==> config.mk <==
export PLATFORM = sky130hd
export DESIGN_NAME = crc16_frame_checker_top
export DESIGN_NICKNAME = d
export VERILOG_FILES = /design/src/design/c16fc_pkg.sv /design/src/design/crc16_frame_checker_top.sv /design/src/design/c16fc_update.sv
export SDC_FILE = /design/constraint.sdc
export NUM_CORES = 1
export LEC_CHECK = 0
export BUFFER_PORTS_ARGS = -buffer_cell sky130_fd_sc_hd__buf_2
export CAP_MARGIN = 20
export CELL_PAD_IN_SITES_DETAIL_PLACEMENT = 1
export CELL_PAD_IN_SITES_GLOBAL_PLACEMENT = 1
export CORE_MARGIN = 3
export CORE_UTILIZATION = 42
export CTS_CLUSTER_DIAMETER = 50
export DETAILED_ROUTE_END_ITERATION = 12
export PLACE_DENSITY = 0.85
export SLEW_MARGIN = 10
export SYNTH_ARGS = -nofsm -noshare
export SYNTH_HDL_FRONTEND = slang
export SYNTH_HIERARCHICAL = 1
export SYNTH_SLANG_ARGS = --single-unit
==> constraint.sdc <==
create_clock -name clock -period 3.2 [get_ports clock]
set_clock_uncertainty 0.2 [all_clocks]
set_input_delay 0.32 -clock clock [delete_from_list [all_inputs] [get_ports clock]]
set_output_delay 0.32 -clock clock [all_outputs]
set_load 0.02 [all_outputs]
==> src/design/c16fc_pkg.sv <==
// ----------------------------------------------------------------------------
// c16fc_pkg
// Shared types, constants and the byte-wide CRC fold for the CRC-16 checker.
// ----------------------------------------------------------------------------
package c16fc_pkg;

   localparam logic [15:0] CRC_POLY       = 16'h8408;
   localparam logic [15:0] CRC_PRESET_RST = 16'hFFFF;
   localparam int          CSR_IDX_W      = 2;
   localparam int          CSR_DATA_W     = 16;

   localparam logic [CSR_IDX_W-1:0] CSR_CRC_PRESET    = 2'd0;
   localparam logic [CSR_IDX_W-1:0] CSR_SWAP_LAST_TWO = 2'd1;

   typedef struct packed {
      logic [15:0] crc;
      logic [7:0]  held_byte;
      logic        held_valid;
      logic        active;
   } state_type;

   function automatic logic [15:0] fold_byte(input logic [15:0] crc, input logic [7:0] b);
      logic [15:0] c;
      c = crc ^ {8'h00, b};
      for (int i = 0; i < 8; i++) begin
         if (c[0]) begin
            c = (c >> 1) ^ CRC_POLY;
         end else begin
            c = c >> 1;
         end
      end
      return c;
   endfunction

endpackage

==> src/design/crc16_frame_checker_top.sv <==
// ----------------------------------------------------------------------------
// crc16_frame_checker_top
// Reflected CRC-16 (poly 0x8408) over byte frames, optional swap of last two.
// ----------------------------------------------------------------------------
// Usage:
//   req_*  : one frame byte per beat in req_tdata[7:0]; req_tlast marks the
//            final byte of a frame.
//   rsp_*  : one beat per frame, the inverted CRC in rsp_tdata[15:0].
//   csr_*  : register writes; index 0 = crc_preset, 1 = swap_last_two,
//            other indexes are ignored. Always ready. Write only while idle.
// Timing:
//   A byte enters the input register, the CRC update works on it from there
//   and the result register loads as the last byte advances, raising
//   rsp_tvalid. One byte per cycle sustained unless a last byte waits on
//   the output; the CRC register loop closes through at most two byte folds.
// Reset:
//   Clears both beat registers and the frame state; crc_preset returns to
//   0xFFFF and swap_last_two to 0.
// Stall:
//   While rsp_tready is low and a result waits, bytes that are not last keep
//   flowing; a last byte holds in the input register and req_tready drops.
// ----------------------------------------------------------------------------
module crc16_frame_checker_top (
   input  logic                             clock,
   input  logic                             reset,
   input  logic                             req_tvalid,
   output logic                             req_tready,
   input  logic [7:0]                       req_tdata,   // [7:0] data_byte
   input  logic                             req_tlast,
   output logic                             rsp_tvalid,
   input  logic                             rsp_tready,
   output logic [15:0]                      rsp_tdata,   // [15:0] crc_value
   input  logic                             csr_valid,
   output logic                             csr_ready,
   input  logic [c16fc_pkg::CSR_IDX_W-1:0]  csr_index,
   input  logic [c16fc_pkg::CSR_DATA_W-1:0] csr_data
);

   logic [15:0]          preset_ff;
   logic                 swap_ff;
   logic                 in_vld_ff;
   logic [7:0]           in_byte_ff;
   logic                 in_last_ff;
   c16fc_pkg::state_type state_ff;
   c16fc_pkg::state_type state_in;
   logic                 out_vld_ff;
   logic                 out_vld_in;
   logic [15:0]          out_crc_ff;
   logic [15:0]          crc_result;
   logic                 out_free;
   logic                 advance;

   assign csr_ready  = 1'b1;
   assign out_free   = !out_vld_ff | rsp_tready;
   assign advance    = in_vld_ff & (!in_last_ff | out_free);
   assign req_tready = !in_vld_ff | advance;
   assign rsp_tvalid = out_vld_ff;
   assign rsp_tdata  = out_crc_ff;

   c16fc_update u_update (
      .state_cur     (state_ff),
      .crc_preset    (preset_ff),
      .swap_last_two (swap_ff),
      .data_byte     (in_byte_ff),
      .last_byte     (in_last_ff),
      .state_next    (state_in),
      .crc_value     (crc_result)
   );

   always_comb begin
      out_vld_in = out_vld_ff & !rsp_tready;
      if (advance & in_last_ff) begin
         out_vld_in = 1'b1;
      end
   end

   always_ff @(posedge clock) begin
      if (reset) begin
         preset_ff <= c16fc_pkg::CRC_PRESET_RST;
         swap_ff   <= 1'b0;
      end else if (csr_valid) begin
         case (csr_index)
            c16fc_pkg::CSR_CRC_PRESET:    preset_ff <= csr_data;
            c16fc_pkg::CSR_SWAP_LAST_TWO: swap_ff   <= csr_data[0];
            default: ;
         endcase
      end
   end

   always_ff @(posedge clock) begin
      if (reset) begin
         in_vld_ff <= 1'b0;
      end else if (req_tready) begin
         in_vld_ff <= req_tvalid;
      end
   end

   always_ff @(posedge clock) begin
      if (req_tready & req_tvalid) begin
         in_byte_ff <= req_tdata;
         in_last_ff <= req_tlast;
      end
   end

   always_ff @(posedge clock) begin
      if (reset) begin
         state_ff.crc        <= c16fc_pkg::CRC_PRESET_RST;
         state_ff.held_byte  <= 8'h00;
         state_ff.held_valid <= 1'b0;
         state_ff.active     <= 1'b0;
      end else if (advance) begin
         state_ff <= state_in;
      end
   end

   always_ff @(posedge clock) begin
      if (reset) begin
         out_vld_ff <= 1'b0;
      end else begin
         out_vld_ff <= out_vld_in;
      end
   end

   always_ff @(posedge clock) begin
      if (advance & in_last_ff) begin
         out_crc_ff <= crc_result;
      end
   end

endmodule

==> src/design/c16fc_update.sv <==
// ----------------------------------------------------------------------------
// c16fc_update
// Next-state logic for one byte: frame start, hold-back and up to two folds.
// ----------------------------------------------------------------------------
module c16fc_update (
   input  c16fc_pkg::state_type state_cur,
   input  logic [15:0]          crc_preset,
   input  logic                 swap_last_two,
   input  logic [7:0]           data_byte,
   input  logic                 last_byte,
   output c16fc_pkg::state_type state_next,
   output logic [15:0]          crc_value
);

   logic [15:0] base_crc;
   logic        base_hv;
   logic        swap_end;
   logic [7:0]  first_byte;
   logic [7:0]  second_byte;
   logic        first_en;
   logic        second_en;
   logic [15:0] crc_a;
   logic [15:0] crc_b;

   always_comb begin
      base_crc    = state_cur.active ? state_cur.crc : crc_preset;
      base_hv     = state_cur.active & state_cur.held_valid;
      swap_end    = swap_last_two & last_byte;
      // swapped end folds the new byte before the held one
      first_byte  = swap_end ? data_byte : state_cur.held_byte;
      second_byte = swap_end ? state_cur.held_byte : data_byte;
      first_en    = swap_end | base_hv;
      second_en   = swap_end ? base_hv : !swap_last_two;

      crc_a = first_en ? c16fc_pkg::fold_byte(base_crc, first_byte) : base_crc;
      crc_b = second_en ? c16fc_pkg::fold_byte(crc_a, second_byte) : crc_a;

      state_next.crc        = crc_b;
      state_next.active     = !last_byte;
      state_next.held_valid = swap_last_two & !last_byte;
      state_next.held_byte  = (swap_last_two & !last_byte) ? data_byte : 8'h00;
      crc_value             = ~crc_b;
   end

endmodule

==> reports/results.tsv, run 1 <==
stage	metric	value	unit
logic_synthesis	synth_enable_flop_cells	25	
worst_hold_path	hold_depth	3	
floorplan	num_rows	36	
setup_path	crit_path_max_fanout	11	
setup_path	crit_required	3.23	ns
clocking	cts_max_path_buffers	2	
logic_synthesis	post-synth-top-count-cell	mux2i_1	
logic_synthesis	syn_nets	454	
timing	finalSetupTns	-0.261	ns
place	gp_congestion	0.920	
clocking	htree_levels	3	
setup_path	critPathLaunch	state_ff[0]$_SDFFE_PP0P_	
drt	wl_met2	7190	microns
drt	met1_length	6260	microns
logic_synthesis	synth.top_cell.area_share	0.209	
layout	nets	569	
timing	finalMaxSlewViolations	0	
place	placedInstanceArea	4920	sq um
timing	finalSetupViolations	8	
status	violations	setup timing	
logic_synthesis	synthTopCellsByArea	dfxtp_1, edfxtp_1, mux2i_1	
timing	rsz0062_at_grt	yes	
timing	fin_hold_ws	0.0438	ns
grt	grt_pass1_vias	3807	
clocking	clk_latency	0.36	ns
drt	drc	0	
floorplan	die_area	11500	sq um
layout	drive_above_1_share	0.314	
layout	area_delta_synth_final	31.5	%
logic_synthesis	avgSynthCellArea	10.2	sq um
clocking	clk_pin_slew_worst_paths	0.08	ns
setup_path	cpMostUsedCell	buf_4	
setup_path	arrival	3.31	ns
logic_synthesis	yosys.area.top_type	dfxtp_1	
grt	grt_max_degree	51	
logic_synthesis	synth_common_cells	mux2i_1, nor2_1, dfxtp_1	
grt	grt_pass1_wl	20100	microns
layout	antenna_cells	0	
setup_path	r2r_end	state_ff[18]$_SDFFE_PP1P_	
setup_path	start_kind	flop	
setup_path	crit_type	flop to flop	
flow_run	cap_violations	0	
layout	final_core_util	0.574	
logic_synthesis	synth.mux.area_fraction	0.185	
drt	drt_pre_antenna_iters	4	
setup_path	endpoint_kind	flop	
pwr	power	2.49	mW
logic_synthesis	async_flop_share	0	
clocking	cts.sinks	70	
drt	drtIter0Drc	196	
clocking	cts_root_buf	clkbuf_8	
setup_path	cp_num_buf_inv	5	
clocking	cts_tree	done	
timing	max_freq	305	MHz
grt	overflow	0	
logic_synthesis	synth_flop_cell	dfxtp_1	
logic_synthesis	yosysUniqueCellTypes	50	
drt	ant_nets	0	
drt	via_count	3730	
setup_path	crit_slowest_cell	dfxtp_4	
worst_hold_path	holdPathEnd	in_vld_ff$_SDFFE_PP0P_	
pwr	power.density	439	nW/um^2
setup_path	r2r_slack	-0.08	ns
drt	viasPerCell	5.53	
logic_synthesis	netlist_area	4310	sq um
timing	period_minus_slack	3.28	ns
status	status	finished with violations	
worst_hold_path	hp-start	req_tvalid	
drt	wl_met3	677	microns
timing	fin_ws	-0.0785	ns
logic_synthesis	synth-simple-area-share	0.173	
logic_synthesis	synth-seq-area-share	0.384	
floorplan	die_w	107	microns
setup_path	rr_worst_depth	14	
logic_synthesis	synthAdderAreaFrac	0	
logic_synthesis	synth_compound_area_frac	0.0968	
floorplan	initial_core_util	0.436	
floorplan	coreArea	9860	sq um
grt	antenna_found_initial	0	
setup_path	rr_startpoint	state_ff[0]$_SDFFE_PP0P_	
drt	wirelength	14600	microns
drt	avgRoutedWirePerCell	21.7	microns
setup_path	cpLargestDelayFamily	buffers and inverters	
timing	worst_pin_slew	0.951	ns
timing	post-route-period-util	1.02	
drt	dr.max_layer_used	met4	
pwr	leakagePower	2.42	nW
logic_synthesis	synth_seq_cells	70	
grt	grt_usage	0.229	
place	hpwlAfterDp	8810	microns
timing	finalHoldViolations	0	
timing	slew_headroom	0.365	
worst_hold_path	min_path_type	input pin to flop	
logic_synthesis	ys.warnings.count	6	
place	port_buffers	49	
logic_synthesis	synthCells	422	
pwr	ir_worst_vdd	0.000241	V
floorplan	die_y	107	microns
setup_path	path_cells	buf_8 > mux2i_4 > buf_4 > xnor2_2 > xnor2_1 > nor2_1 > xnor3_2 > buf_4 > buf_4 > buf_4 > xor2_1 > mux2_2 > nor2_2 > mux2i_1	
layout	final_cell_area	5660	sq um
setup_path	slowest_delay	0.38	ns
logic_synthesis	synth_top_family_by_area	multiplexers	
floorplan	ios	51	
logic_synthesis	synthXorXnorAreaFrac	0.122	
layout	fill_cells	1076	
clocking	cts_made_buffers	9	
[final cells by class]
type | count | area, sq um | area share
clock inverter | 2 | 13.8 | 0.00243
timing repair buffer | 129 | 950 | 0.168
inverter | 3 | 11.3 | 0.00199
sequential | 70 | 1660 | 0.293
multi-input combinational | 324 | 2680 | 0.474
tap | 133 | 166 | 0.0294
clock buffer | 13 | 180 | 0.0318
[what timing repair did]
item / CTS / global route
pin swaps: 2 / 19
gates resized for setup: 5 / 40
hold endpoints to repair: 25 / 0
setup buffers: 1 / 9
hold buffers: 25 / 0
endpoints found under the setup margin: 3 / 13
[where the power goes]
| part | switching (mW) | total [mW] | internal, mW |
|---|---|---|---|
| Combinational | 0.371 | 0.732 | 0.361 |
| Sequential | 0.0447 | 1.04 | 0.991 |
| Clock | 0.351 | 0.719 | 0.368 |
[routing by layer]
| metal | track usage | up-vias |
|---|---|---|
| met3 | 0.0391 | 35 |
| met4 | 0.0767 | 0 |
| li1 | - | 1690 |
| met2 | 0.405 | 127 |
| met5 | 0 | - |
| met1 | 0.281 | 1878 |
[stage by stage]
stage,worst slack (ns),std cells
6_report,-0.0785,674
3_5_place_dp,-0.0479,623
2_1_floorplan,0.162,422
4_1_cts,0.00491,664
3_3_place_gp,0.111,623
5_1_grt,-0.182,674
[layout by cell type (no fill, tap or decap), types with 3 or more instances in the layout]
| master | n |
|---|---|
| mux2i_2 | 5 |
| o21a_1 | 5 |
| dfxtp_1 | 43 |
| xnor3_1 | 4 |
| and2_1 | 11 |
| edfxtp_1 | 25 |
| nor2b_1 | 17 |
| nor2_2 | 3 |
| nor3_1 | 3 |
| mux2_2 | 4 |
| nand2_1 | 14 |
| a21o_1 | 5 |
| inv_1 | 3 |
| dlygate4sd3_1 | 25 |
| xor2_1 | 17 |
| buf_2 | 50 |
| o21ai_0 | 9 |
| a21oi_1 | 8 |
| or2_2 | 4 |
| xnor2_1 | 16 |
| buf_4 | 49 |
| a211o_1 | 18 |
| nor2_1 | 48 |
| mux2i_4 | 5 |
| mux2i_1 | 61 |
| nand2b_1 | 20 |
| clkbuf_8 | 11 |
| xnor2_2 | 6 |
[state kept, by name (all words and copies together) (netlist names)]
register,count
preset_ff,16
rsp_tdata,16
in_vld_ff,1
rsp_tvalid,1
swap_ff,1
in_last_ff,1
in_byte_ff,8
state_ff,26
[worst max-delay path by stage]
stage / to / slack (ns) / cells past startpoint
after floorplan: state_ff[13]$_SDFFE_PP1P_ / 0.16 / 10
after global placement: state_ff[13]$_SDFFE_PP1P_ / 0.11 / 11
after detailed placement: state_ff[13]$_SDFFE_PP1P_ / -0.05 / 11
after CTS: state_ff[13]$_SDFFE_PP1P_ / 0.005 / 11
after global routing: state_ff[25]$_SDFFE_PP1P_ / -0.18 / 10
final: state_ff[18]$_SDFFE_PP1P_ / -0.08 / 14
[worst min-delay path: cells and delay by family]
kind | cells | cell delay [ns]
buffers and inverters | 2 | 0.13
AOI/OAI and AO/OA | 1 | 0.11
[cell families after synthesis]
family | after synthesis
simple gates | 141
mux | 77
flops | 70
compound gates | 57
xor+xnor | 48
buf+inv | 28
other cells | 1
(Power assumes the default switching activity.)
==> run 2, diff against run 1 <==
--- a/config.mk
+++ b/config.mk
@@ -5,15 +5,16 @@
 export SDC_FILE = /design/constraint.sdc
 export NUM_CORES = 1
 export LEC_CHECK = 0
-export BUFFER_PORTS_ARGS = -buffer_cell sky130_fd_sc_hd__buf_2
 export CAP_MARGIN = 20
 export CELL_PAD_IN_SITES_DETAIL_PLACEMENT = 1
 export CELL_PAD_IN_SITES_GLOBAL_PLACEMENT = 1
+export CORE_ASPECT_RATIO = 1.4
 export CORE_MARGIN = 3
-export CORE_UTILIZATION = 42
+export CORE_UTILIZATION = 45
 export CTS_CLUSTER_DIAMETER = 50
 export DETAILED_ROUTE_END_ITERATION = 12
-export PLACE_DENSITY = 0.85
+export DONT_BUFFER_PORTS = 1
+export PLACE_DENSITY = 0.84
 export SLEW_MARGIN = 10
 export SYNTH_ARGS = -nofsm -noshare
 export SYNTH_HDL_FRONTEND = slang
==> run 2 against run 1 <==
- the flow finishes with violations (hold timing, setup timing)
- sequential cell count did not move
- global-route usage increased by 3.2 points
- routed wire length is 6.2% higher
- worst hold slack lost 0.063 ns
- total power increased by 8.2%
- non-clock buffer count decreased by 16
- final cell count down 6.2%
- sequential power hardly changed
- largest cell class unchanged
- highest routed layer unchanged
==> reports/results.tsv, run 2 (synthesis gave the netlist of run 1 again) <==
stage	metric	value	unit	change
status	status	finished with violations		unchanged
status	violations	hold timing, setup timing		was setup timing
pwr	pwr-share-clk	0.358		was 0.289
place	dpl_worst_slack	-0.0858	ns	was -0.0479 ns
floorplan	initial_core_util	0.469		was 0.436
grt	grt_pass1_vias	3888		was 3807
timing	finalSetupTns	-0.104	ns	was -0.261 ns
pwr	switching_share	0.284		was 0.308
layout	nets	553		was 569
pwr	power_frac_comb	0.250		was 0.294
grt	grt_max_degree	72		was 51
layout	final_cell_mix	dlygate4sd3_1, mux2i_1, nor2_1		was mux2i_1, buf_2, buf_4
setup_path	crit_slowest_cell	edfxtp_1		was dfxtp_4
floorplan	die_y	122	microns	was 107 microns
clocking	cts_tree	done		unchanged
drt	drc	0		unchanged
timing	post-route-period-util	1.01		was 1.02
setup_path	crit_type	flop to flop		unchanged
layout	final_cell_area	5810	sq um	was 5660 sq um
clocking	clk_pin_slew_worst_paths	0.06	ns	was 0.08 ns
grt	met2_usage	0.469		was 0.405
setup_path	slowest_delay	0.42	ns	was 0.38 ns
drt	wirelength	15500	microns	was 14600 microns
pwr	leakagePower	2.37	nW	was 2.42 nW
timing	finalMaxSlewViolations	0		unchanged
pwr	internal_power	1.93	mW	was 1.72 mW
drt	ant_nets	0		unchanged
timing	finalSetupViolations	5		was 8
grt	use_met1	0.283		was 0.281
layout	final_core_util	0.633		was 0.574
clocking	cts_max_path_buffers	2		unchanged
flow_run	cap_violations	0		unchanged
grt	use_met3	0.0440		was 0.0391
setup_path	arrival	3.25	ns	was 3.31 ns
layout	antenna_cells	0		unchanged
floorplan	coreArea	9180	sq um	was 9860 sq um
pwr	switchingPower	0.764	mW	was 0.767 mW
drt	drt_pre_antenna_iters	4		unchanged
setup_path	crit_path_max_fanout	4		was 11
floorplan	num_rows	41		was 36
pwr	seq_power_share	0.392		was 0.417
layout	area_delta_synth_final	34.9	%	was 31.5%
clocking	cts.sinks	70		unchanged
grt	grt_usage	0.261		was 0.229
setup_path	endpoint_kind	flop		unchanged
setup_path	path_cells	buf_6 > a21boi_0 > o21ai_0 > a211o_1 > and2_4 > o2111a_2 > and2_4 > buf_4 > mux2i_2 > inv_1 > nor2_1 > mux2i_1		was buf_8 > mux2i_4 > buf_4 > xnor2_2 > xnor2_1 > nor2_1 > xnor3_2 > buf_4 > buf_4 > buf_4 > xor2_1 > mux2_2 > nor2_2 > mux2i_1
timing	fin_hold_ws	-0.0187	ns	was 0.0438 ns
grt	antenna_found_initial	0		unchanged
pwr	power.density	463	nW/um^2	was 439 nW/um^2
place	gp_congestion	0.854		was 0.920
clocking	cts_root_buf	clkbuf_16		was clkbuf_8
setup_path	start_kind	flop		unchanged
timing	fin_ws	-0.0476	ns	was -0.0785 ns
layout	final_common_cell	dlygate4sd3_1		was mux2i_1
place	port_buffers	0		was 49
grt	overflow	0		unchanged
setup_path	cpMostUsedCell	and2_4		was buf_4
layout	top_register	state_ff		unchanged
place	hpwlAfterDp	8230	microns	was 8810 microns
floorplan	die_area	10800	sq um	was 11500 sq um
layout	largest_register_ff_count	26		unchanged
drt	avgRoutedWirePerCell	24.5	microns	was 21.7 microns
floorplan	die_w	88.7	microns	was 107 microns
grt	grt_pass1_wl	20700	microns	was 20100 microns
timing	worst_pin_slew	0.888	ns	was 0.951 ns
place	placedInstanceArea	4550	sq um	was 4920 sq um
setup_path	crit_required	3.21	ns	was 3.23 ns
worst_hold_path	min_path_type	input pin to flop		unchanged
drt	via_count	3732		was 3730
pwr	ir_worst_vdd	0.000300	V	was 0.000241 V
setup_path	cpLargestDelayFamily	compound AO/OA/AOI/OAI gates		was buffers and inverters
timing	slew_headroom	0.406		was 0.365
timing	period_minus_slack	3.25	ns	was 3.28 ns
timing	finalHoldViolations	4		was 0
setup_path	cp_num_buf_inv	3		was 5
clocking	clk_latency	0.35	ns	was 0.36 ns
drt	viasPerCell	5.91		was 5.53
drt	drtIter0Drc	224		was 196
clocking	htree_levels	3		unchanged
timing	rsz0062_at_grt	yes		unchanged
layout	drive_above_1_share	0.223		was 0.314
floorplan	ios	51		unchanged
timing	max_freq	308	MHz	was 305 MHz
grt	gr-max-usage-layer	met2		unchanged
clocking	cts_made_buffers	9		unchanged
## run 2: changes by cell type in the layout (fill, tap and decap cells not counted), moves of 2 or more
cell,delta
clkbuf_8,-8
buf_6,+2
mux2i_2,+3
dlygate4sd3_1,+39
clkbuf_16,+8
mux2i_1,-5
buf_2,-50
mux2_2,+2
mux2i_4,+2
mux2_4,-2
buf_4,-5
## run 2: cell type report
type                    count  area [sq um]
fillers                   947          3370
repair buffers            113          1040
well taps                 107           134
multi-input cells         324          2690
inverters                   3          11.3
clock buffers              14           274
clock inverters             1          5.00
flip-flops and latches     70          1650
## run 2: final timing paths
kind / startpoint / slack [ns] / endpoint / cells after the start
worst max-delay path: in_last_ff$_DFFE_PP_ / -0.05 / state_ff[21]$_SDFFE_PP1P_ / 12
worst min-delay path: reset / -0.02 / state_ff[22]$_SDFFE_PP1P_ / 2
worst max register to register: in_last_ff$_DFFE_PP_ / -0.05 / state_ff[21]$_SDFFE_PP1P_ / 12
worst min register to register: state_ff[18]$_SDFFE_PP1P_ / 0.46 / state_ff[18]$_SDFFE_PP1P_ / 2
## run 2: through the flow
step	cells	power [mW]	hold WS, ns
6_report	632	2.69	-0.0187
4_1_cts	617	2.59	-0.0555
5_1_grt	632	2.80	-0.00652
3_3_place_gp	538	1.57	0.196
3_5_place_dp	538	1.59	0.198
2_1_floorplan	422	1.45	0.219
## run 2: power by group through the flow
stage / logic, mW / clock network [mW] / registers, mW
2_1_floorplan: 0.398 / 0 / 1.05
3_3_place_gp: 0.502 / 0 / 1.07
3_5_place_dp: 0.524 / 0 / 1.07
4_1_cts: 0.576 / 0.961 / 1.05
5_1_grt: 0.722 / 1.02 / 1.06
6_report: 0.673 / 0.963 / 1.06
## run 2: metal layers
layer / share of wire / routed length (microns)
met4: 0.051 / 797
met1: 0.38 / 5860
met3: 0.038 / 590
met2: 0.53 / 8250
met5: 0 / 0
## run 2: repair_timing
action | CTS | global route
endpoints found under the hold margin | 54 | 7
pin swaps | 0 | 13
hold buffers | 63 | 1
gates cloned | 0 | 0
buffers inserted | 1 | 13
resized for setup | 3 | 44
setup endpoints to repair | 9 | 27
==> run 3, diff against run 2 <==
--- a/config.mk
+++ b/config.mk
@@ -10,11 +10,11 @@
 export CELL_PAD_IN_SITES_GLOBAL_PLACEMENT = 1
 export CORE_ASPECT_RATIO = 1.4
 export CORE_MARGIN = 3
-export CORE_UTILIZATION = 45
+export CORE_UTILIZATION = 50
 export CTS_CLUSTER_DIAMETER = 50
 export DETAILED_ROUTE_END_ITERATION = 12
 export DONT_BUFFER_PORTS = 1
-export PLACE_DENSITY = 0.84
+export PLACE_DENSITY = 0.88
 export SLEW_MARGIN = 10
 export SYNTH_ARGS = -nofsm -noshare
 export SYNTH_HDL_FRONTEND = slang
==> constraint.sdc (replaced) <==
create_clock -name clock -period 3.5 [get_ports clock]
set_clock_uncertainty 0.2 [all_clocks]
set_input_delay 0.175 -clock clock [delete_from_list [all_inputs] [get_ports clock]]
set_output_delay 0.175 -clock clock [all_outputs]
set_load 0.02 [all_outputs]
==> run 3 against run 2 <==
- the flow now finishes without violations
- setup slack better by 0.13 ns
- combinational power shrank 22%
- routed wire length shrank 17%
- global-route usage is 0.65 points higher
- largest power group unchanged
==> reports/results.tsv, run 3 (synthesis gave the netlist of run 1 again) <==
stage	metric	value	unit	change
grt	antenna_found_initial	0		unchanged
layout	area_delta_synth_final	19.2	%	was 34.9%
timing	fin_ws	0.0861	ns	was -0.0476 ns
setup_path	arrival	3.42	ns	was 3.25 ns
layout	top_register	state_ff		unchanged
drt	drtIter0Drc	146		was 224
place	gp_congestion	0.842		was 0.854
clocking	cts.sinks	70		unchanged
drt	avgRoutedWirePerCell	22.8	microns	was 24.5 microns
timing	post-route-period-util	0.975		was 1.01
floorplan	die_w	84.4	microns	was 88.7 microns
layout	final_cell_area	5130	sq um	was 5810 sq um
floorplan	num_rows	39		was 41
layout	final_cell_mix	mux2i_1, nor2_1, dfxtp_1		was dlygate4sd3_1, mux2i_1, nor2_1
layout	largest_register_ff_count	26		unchanged
status	status	finished clean		was finished with violations
worst_hold_path	hold_depth	2		unchanged
floorplan	ios	51		unchanged
worst_hold_path	hp-start	csr_index[0]		was reset
timing	slew_headroom	0.365		was 0.406
drt	ant_nets	0		unchanged
clocking	cts_root_buf	clkbuf_16		unchanged
setup_path	r2r_end	state_ff[10]$_SDFFE_PP1P_		was state_ff[21]$_SDFFE_PP1P_
timing	finalHoldViolations	0		was 4
setup_path	rr_worst_depth	12		unchanged
floorplan	die_y	116	microns	was 122 microns
floorplan	die_area	9780	sq um	was 10800 sq um
worst_hold_path	holdPathEnd	preset_ff[3]$_SDFFE_PP1P_		was state_ff[22]$_SDFFE_PP1P_
clocking	htree_levels	3		unchanged
setup_path	cpMostUsedCell	xnor2_1		was and2_4
grt	overflow	0		unchanged
setup_path	path_cells	buf_4 > buf_4 > mux2i_2 > xnor2_1 > xnor2_1 > nor2_1 > xnor3_2 > xnor2_1 > nor2_2 > mux2_2 > nor2_1 > mux2i_1		was buf_6 > a21boi_0 > o21ai_0 > a211o_1 > and2_4 > o2111a_2 > and2_4 > buf_4 > mux2i_2 > inv_1 > nor2_1 > mux2i_1
clocking	clk_pin_slew_worst_paths	0.06	ns	about the same
clocking	cts_max_path_buffers	2		unchanged
setup_path	slowest_delay	0.48	ns	was 0.42 ns
floorplan	coreArea	8300	sq um	was 9180 sq um
grt	grt_pass1_vias	3639		was 3888
pwr	leakagePower	2.11	nW	was 2.37 nW
setup_path	start_kind	flop		unchanged
setup_path	crit_path_max_fanout	7		was 4
worst_hold_path	min_path_type	input pin to flop		unchanged
setup_path	endpoint_kind	flop		unchanged
drt	via_count	3278		was 3732
place	port_buffers	0		unchanged
layout	fill_cells	896		was 947
pwr	power	2.43	mW	was 2.69 mW
drt	drt_pre_antenna_iters	4		unchanged
timing	max_freq	293	MHz	was 308 MHz
timing	finalSetupViolations	0		was 5
grt	grt_usage	0.268		was 0.261
timing	worst_pin_slew	0.950	ns	was 0.888 ns
place	placedInstanceArea	4420	sq um	was 4550 sq um
drt	wirelength	12900	microns	was 15500 microns
flow_run	cap_violations	0		unchanged
layout	antenna_cells	0		unchanged
layout	nets	490		was 553
setup_path	crit_slowest_cell	xnor3_2		was edfxtp_1
drt	viasPerCell	5.81		was 5.91
setup_path	r2r_slack	0.09	ns	was -0.05 ns
timing	period_minus_slack	3.41	ns	was 3.25 ns
drt	drc	0		unchanged
pwr	power.density	473	nW/um^2	was 463 nW/um^2
setup_path	crit_type	flop to flop		unchanged
place	dpl.cell_count	514		was 538
setup_path	rr_startpoint	state_ff[0]$_SDFFE_PP0P_		was in_last_ff$_DFFE_PP_
setup_path	crit_required	3.50	ns	was 3.21 ns
layout	final_core_util	0.619		was 0.633
place	hpwlAfterDp	8090	microns	was 8230 microns
place	dpl_worst_slack	0.0972	ns	was -0.0858 ns
layout	drive_above_1_share	0.136		was 0.223
clocking	cts_made_buffers	9		unchanged
grt	grt_pass1_wl	19600	microns	was 20700 microns
clocking	cts_tree	done		unchanged
clocking	clk_latency	0.34	ns	was 0.35 ns
layout	final_common_cell	mux2i_1		was dlygate4sd3_1
pwr	ir_worst_vdd	0.000359	V	was 0.000300 V
timing	finalMaxSlewViolations	0		unchanged
grt	grt_max_degree	72		unchanged
floorplan	initial_core_util	0.519		was 0.469
layout	final-instance-count-excl-fill	564		was 632
run 3: cell type report:
| cell class | count | area, sq um | area share |
|---|---|---|---|
| Clock inverter | 2 | 10.0 | 0.00195 |
| Inverter | 3 | 11.3 | 0.00219 |
| Sequential cell | 70 | 1650 | 0.322 |
| Clock buffer | 13 | 303 | 0.0590 |
| Timing Repair Buffer | 50 | 495 | 0.0965 |
| Tap cell | 102 | 128 | 0.0249 |
| Multi-Input combinational cell | 324 | 2530 | 0.494 |
run 3: worst max path at each step:
stage	start	slack (ns)	to	depth (start not counted)
after floorplan	in_last_ff$_DFFE_PP_	0.46	state_ff[13]$_SDFFE_PP1P_	10
after global routing	state_ff[0]$_SDFFE_PP0P_	-0.05	state_ff[13]$_SDFFE_PP1P_	12
after detailed placement	in_last_ff$_DFFE_PP_	0.1	state_ff[12]$_SDFFE_PP1P_	11
after CTS	in_last_ff$_DFFE_PP_	0.06	state_ff[12]$_SDFFE_PP1P_	11
final	state_ff[0]$_SDFFE_PP0P_	0.09	state_ff[10]$_SDFFE_PP1P_	12
after global placement	in_last_ff$_DFFE_PP_	0.17	state_ff[12]$_SDFFE_PP1P_	11
run 3: per-layer routing:
metal / up-vias / part of all wire / global-route usage / wire (microns)
li1: 1533 / - / - / -
met1: 1610 / 0.38 / 0.270 / 4880
met2: 94 / 0.53 / 0.499 / 6870
met3: 41 / 0.026 / 0.0448 / 331
met4: 0 / 0.060 / 0.185 / 777
met5: - / 0 / 0 / 0
run 3: stage by stage:
step / hold WS [ns] / setup TNS (ns)
5_1_grt: 0.0249 / -0.123
3_3_place_gp: 0.0501 / 0
2_1_floorplan: 0.0739 / 0
4_1_cts: 0.0119 / 0
3_5_place_dp: 0.0536 / 0
6_report: 0.0212 / 0
run 3: what timing repair did:
item | 4_1_cts | 5_1_grt
setup buffers | 0 | 1
resized for setup | 0 | 8
endpoints found under the hold margin | 54 | 2
hold buffers | 31 | 2
endpoints found under the setup margin | 0 | 6
run 3: power breakdown:
part / internal, mW / switching (mW)
logic: 0.251 / 0.271
clock network: 0.598 / 0.344
registers: 0.909 / 0.0535
total: 1.76 / 0.669
run 3: worst max-delay path, delay by kind of cell (launching register included):
family	cells	cell delay [ns]
xor gates and xnor gates	4	0.94
muxes	3	0.74
and+or+nand+nor	3	0.57
buffers and inverters	2	0.44
DFF	1	0.39
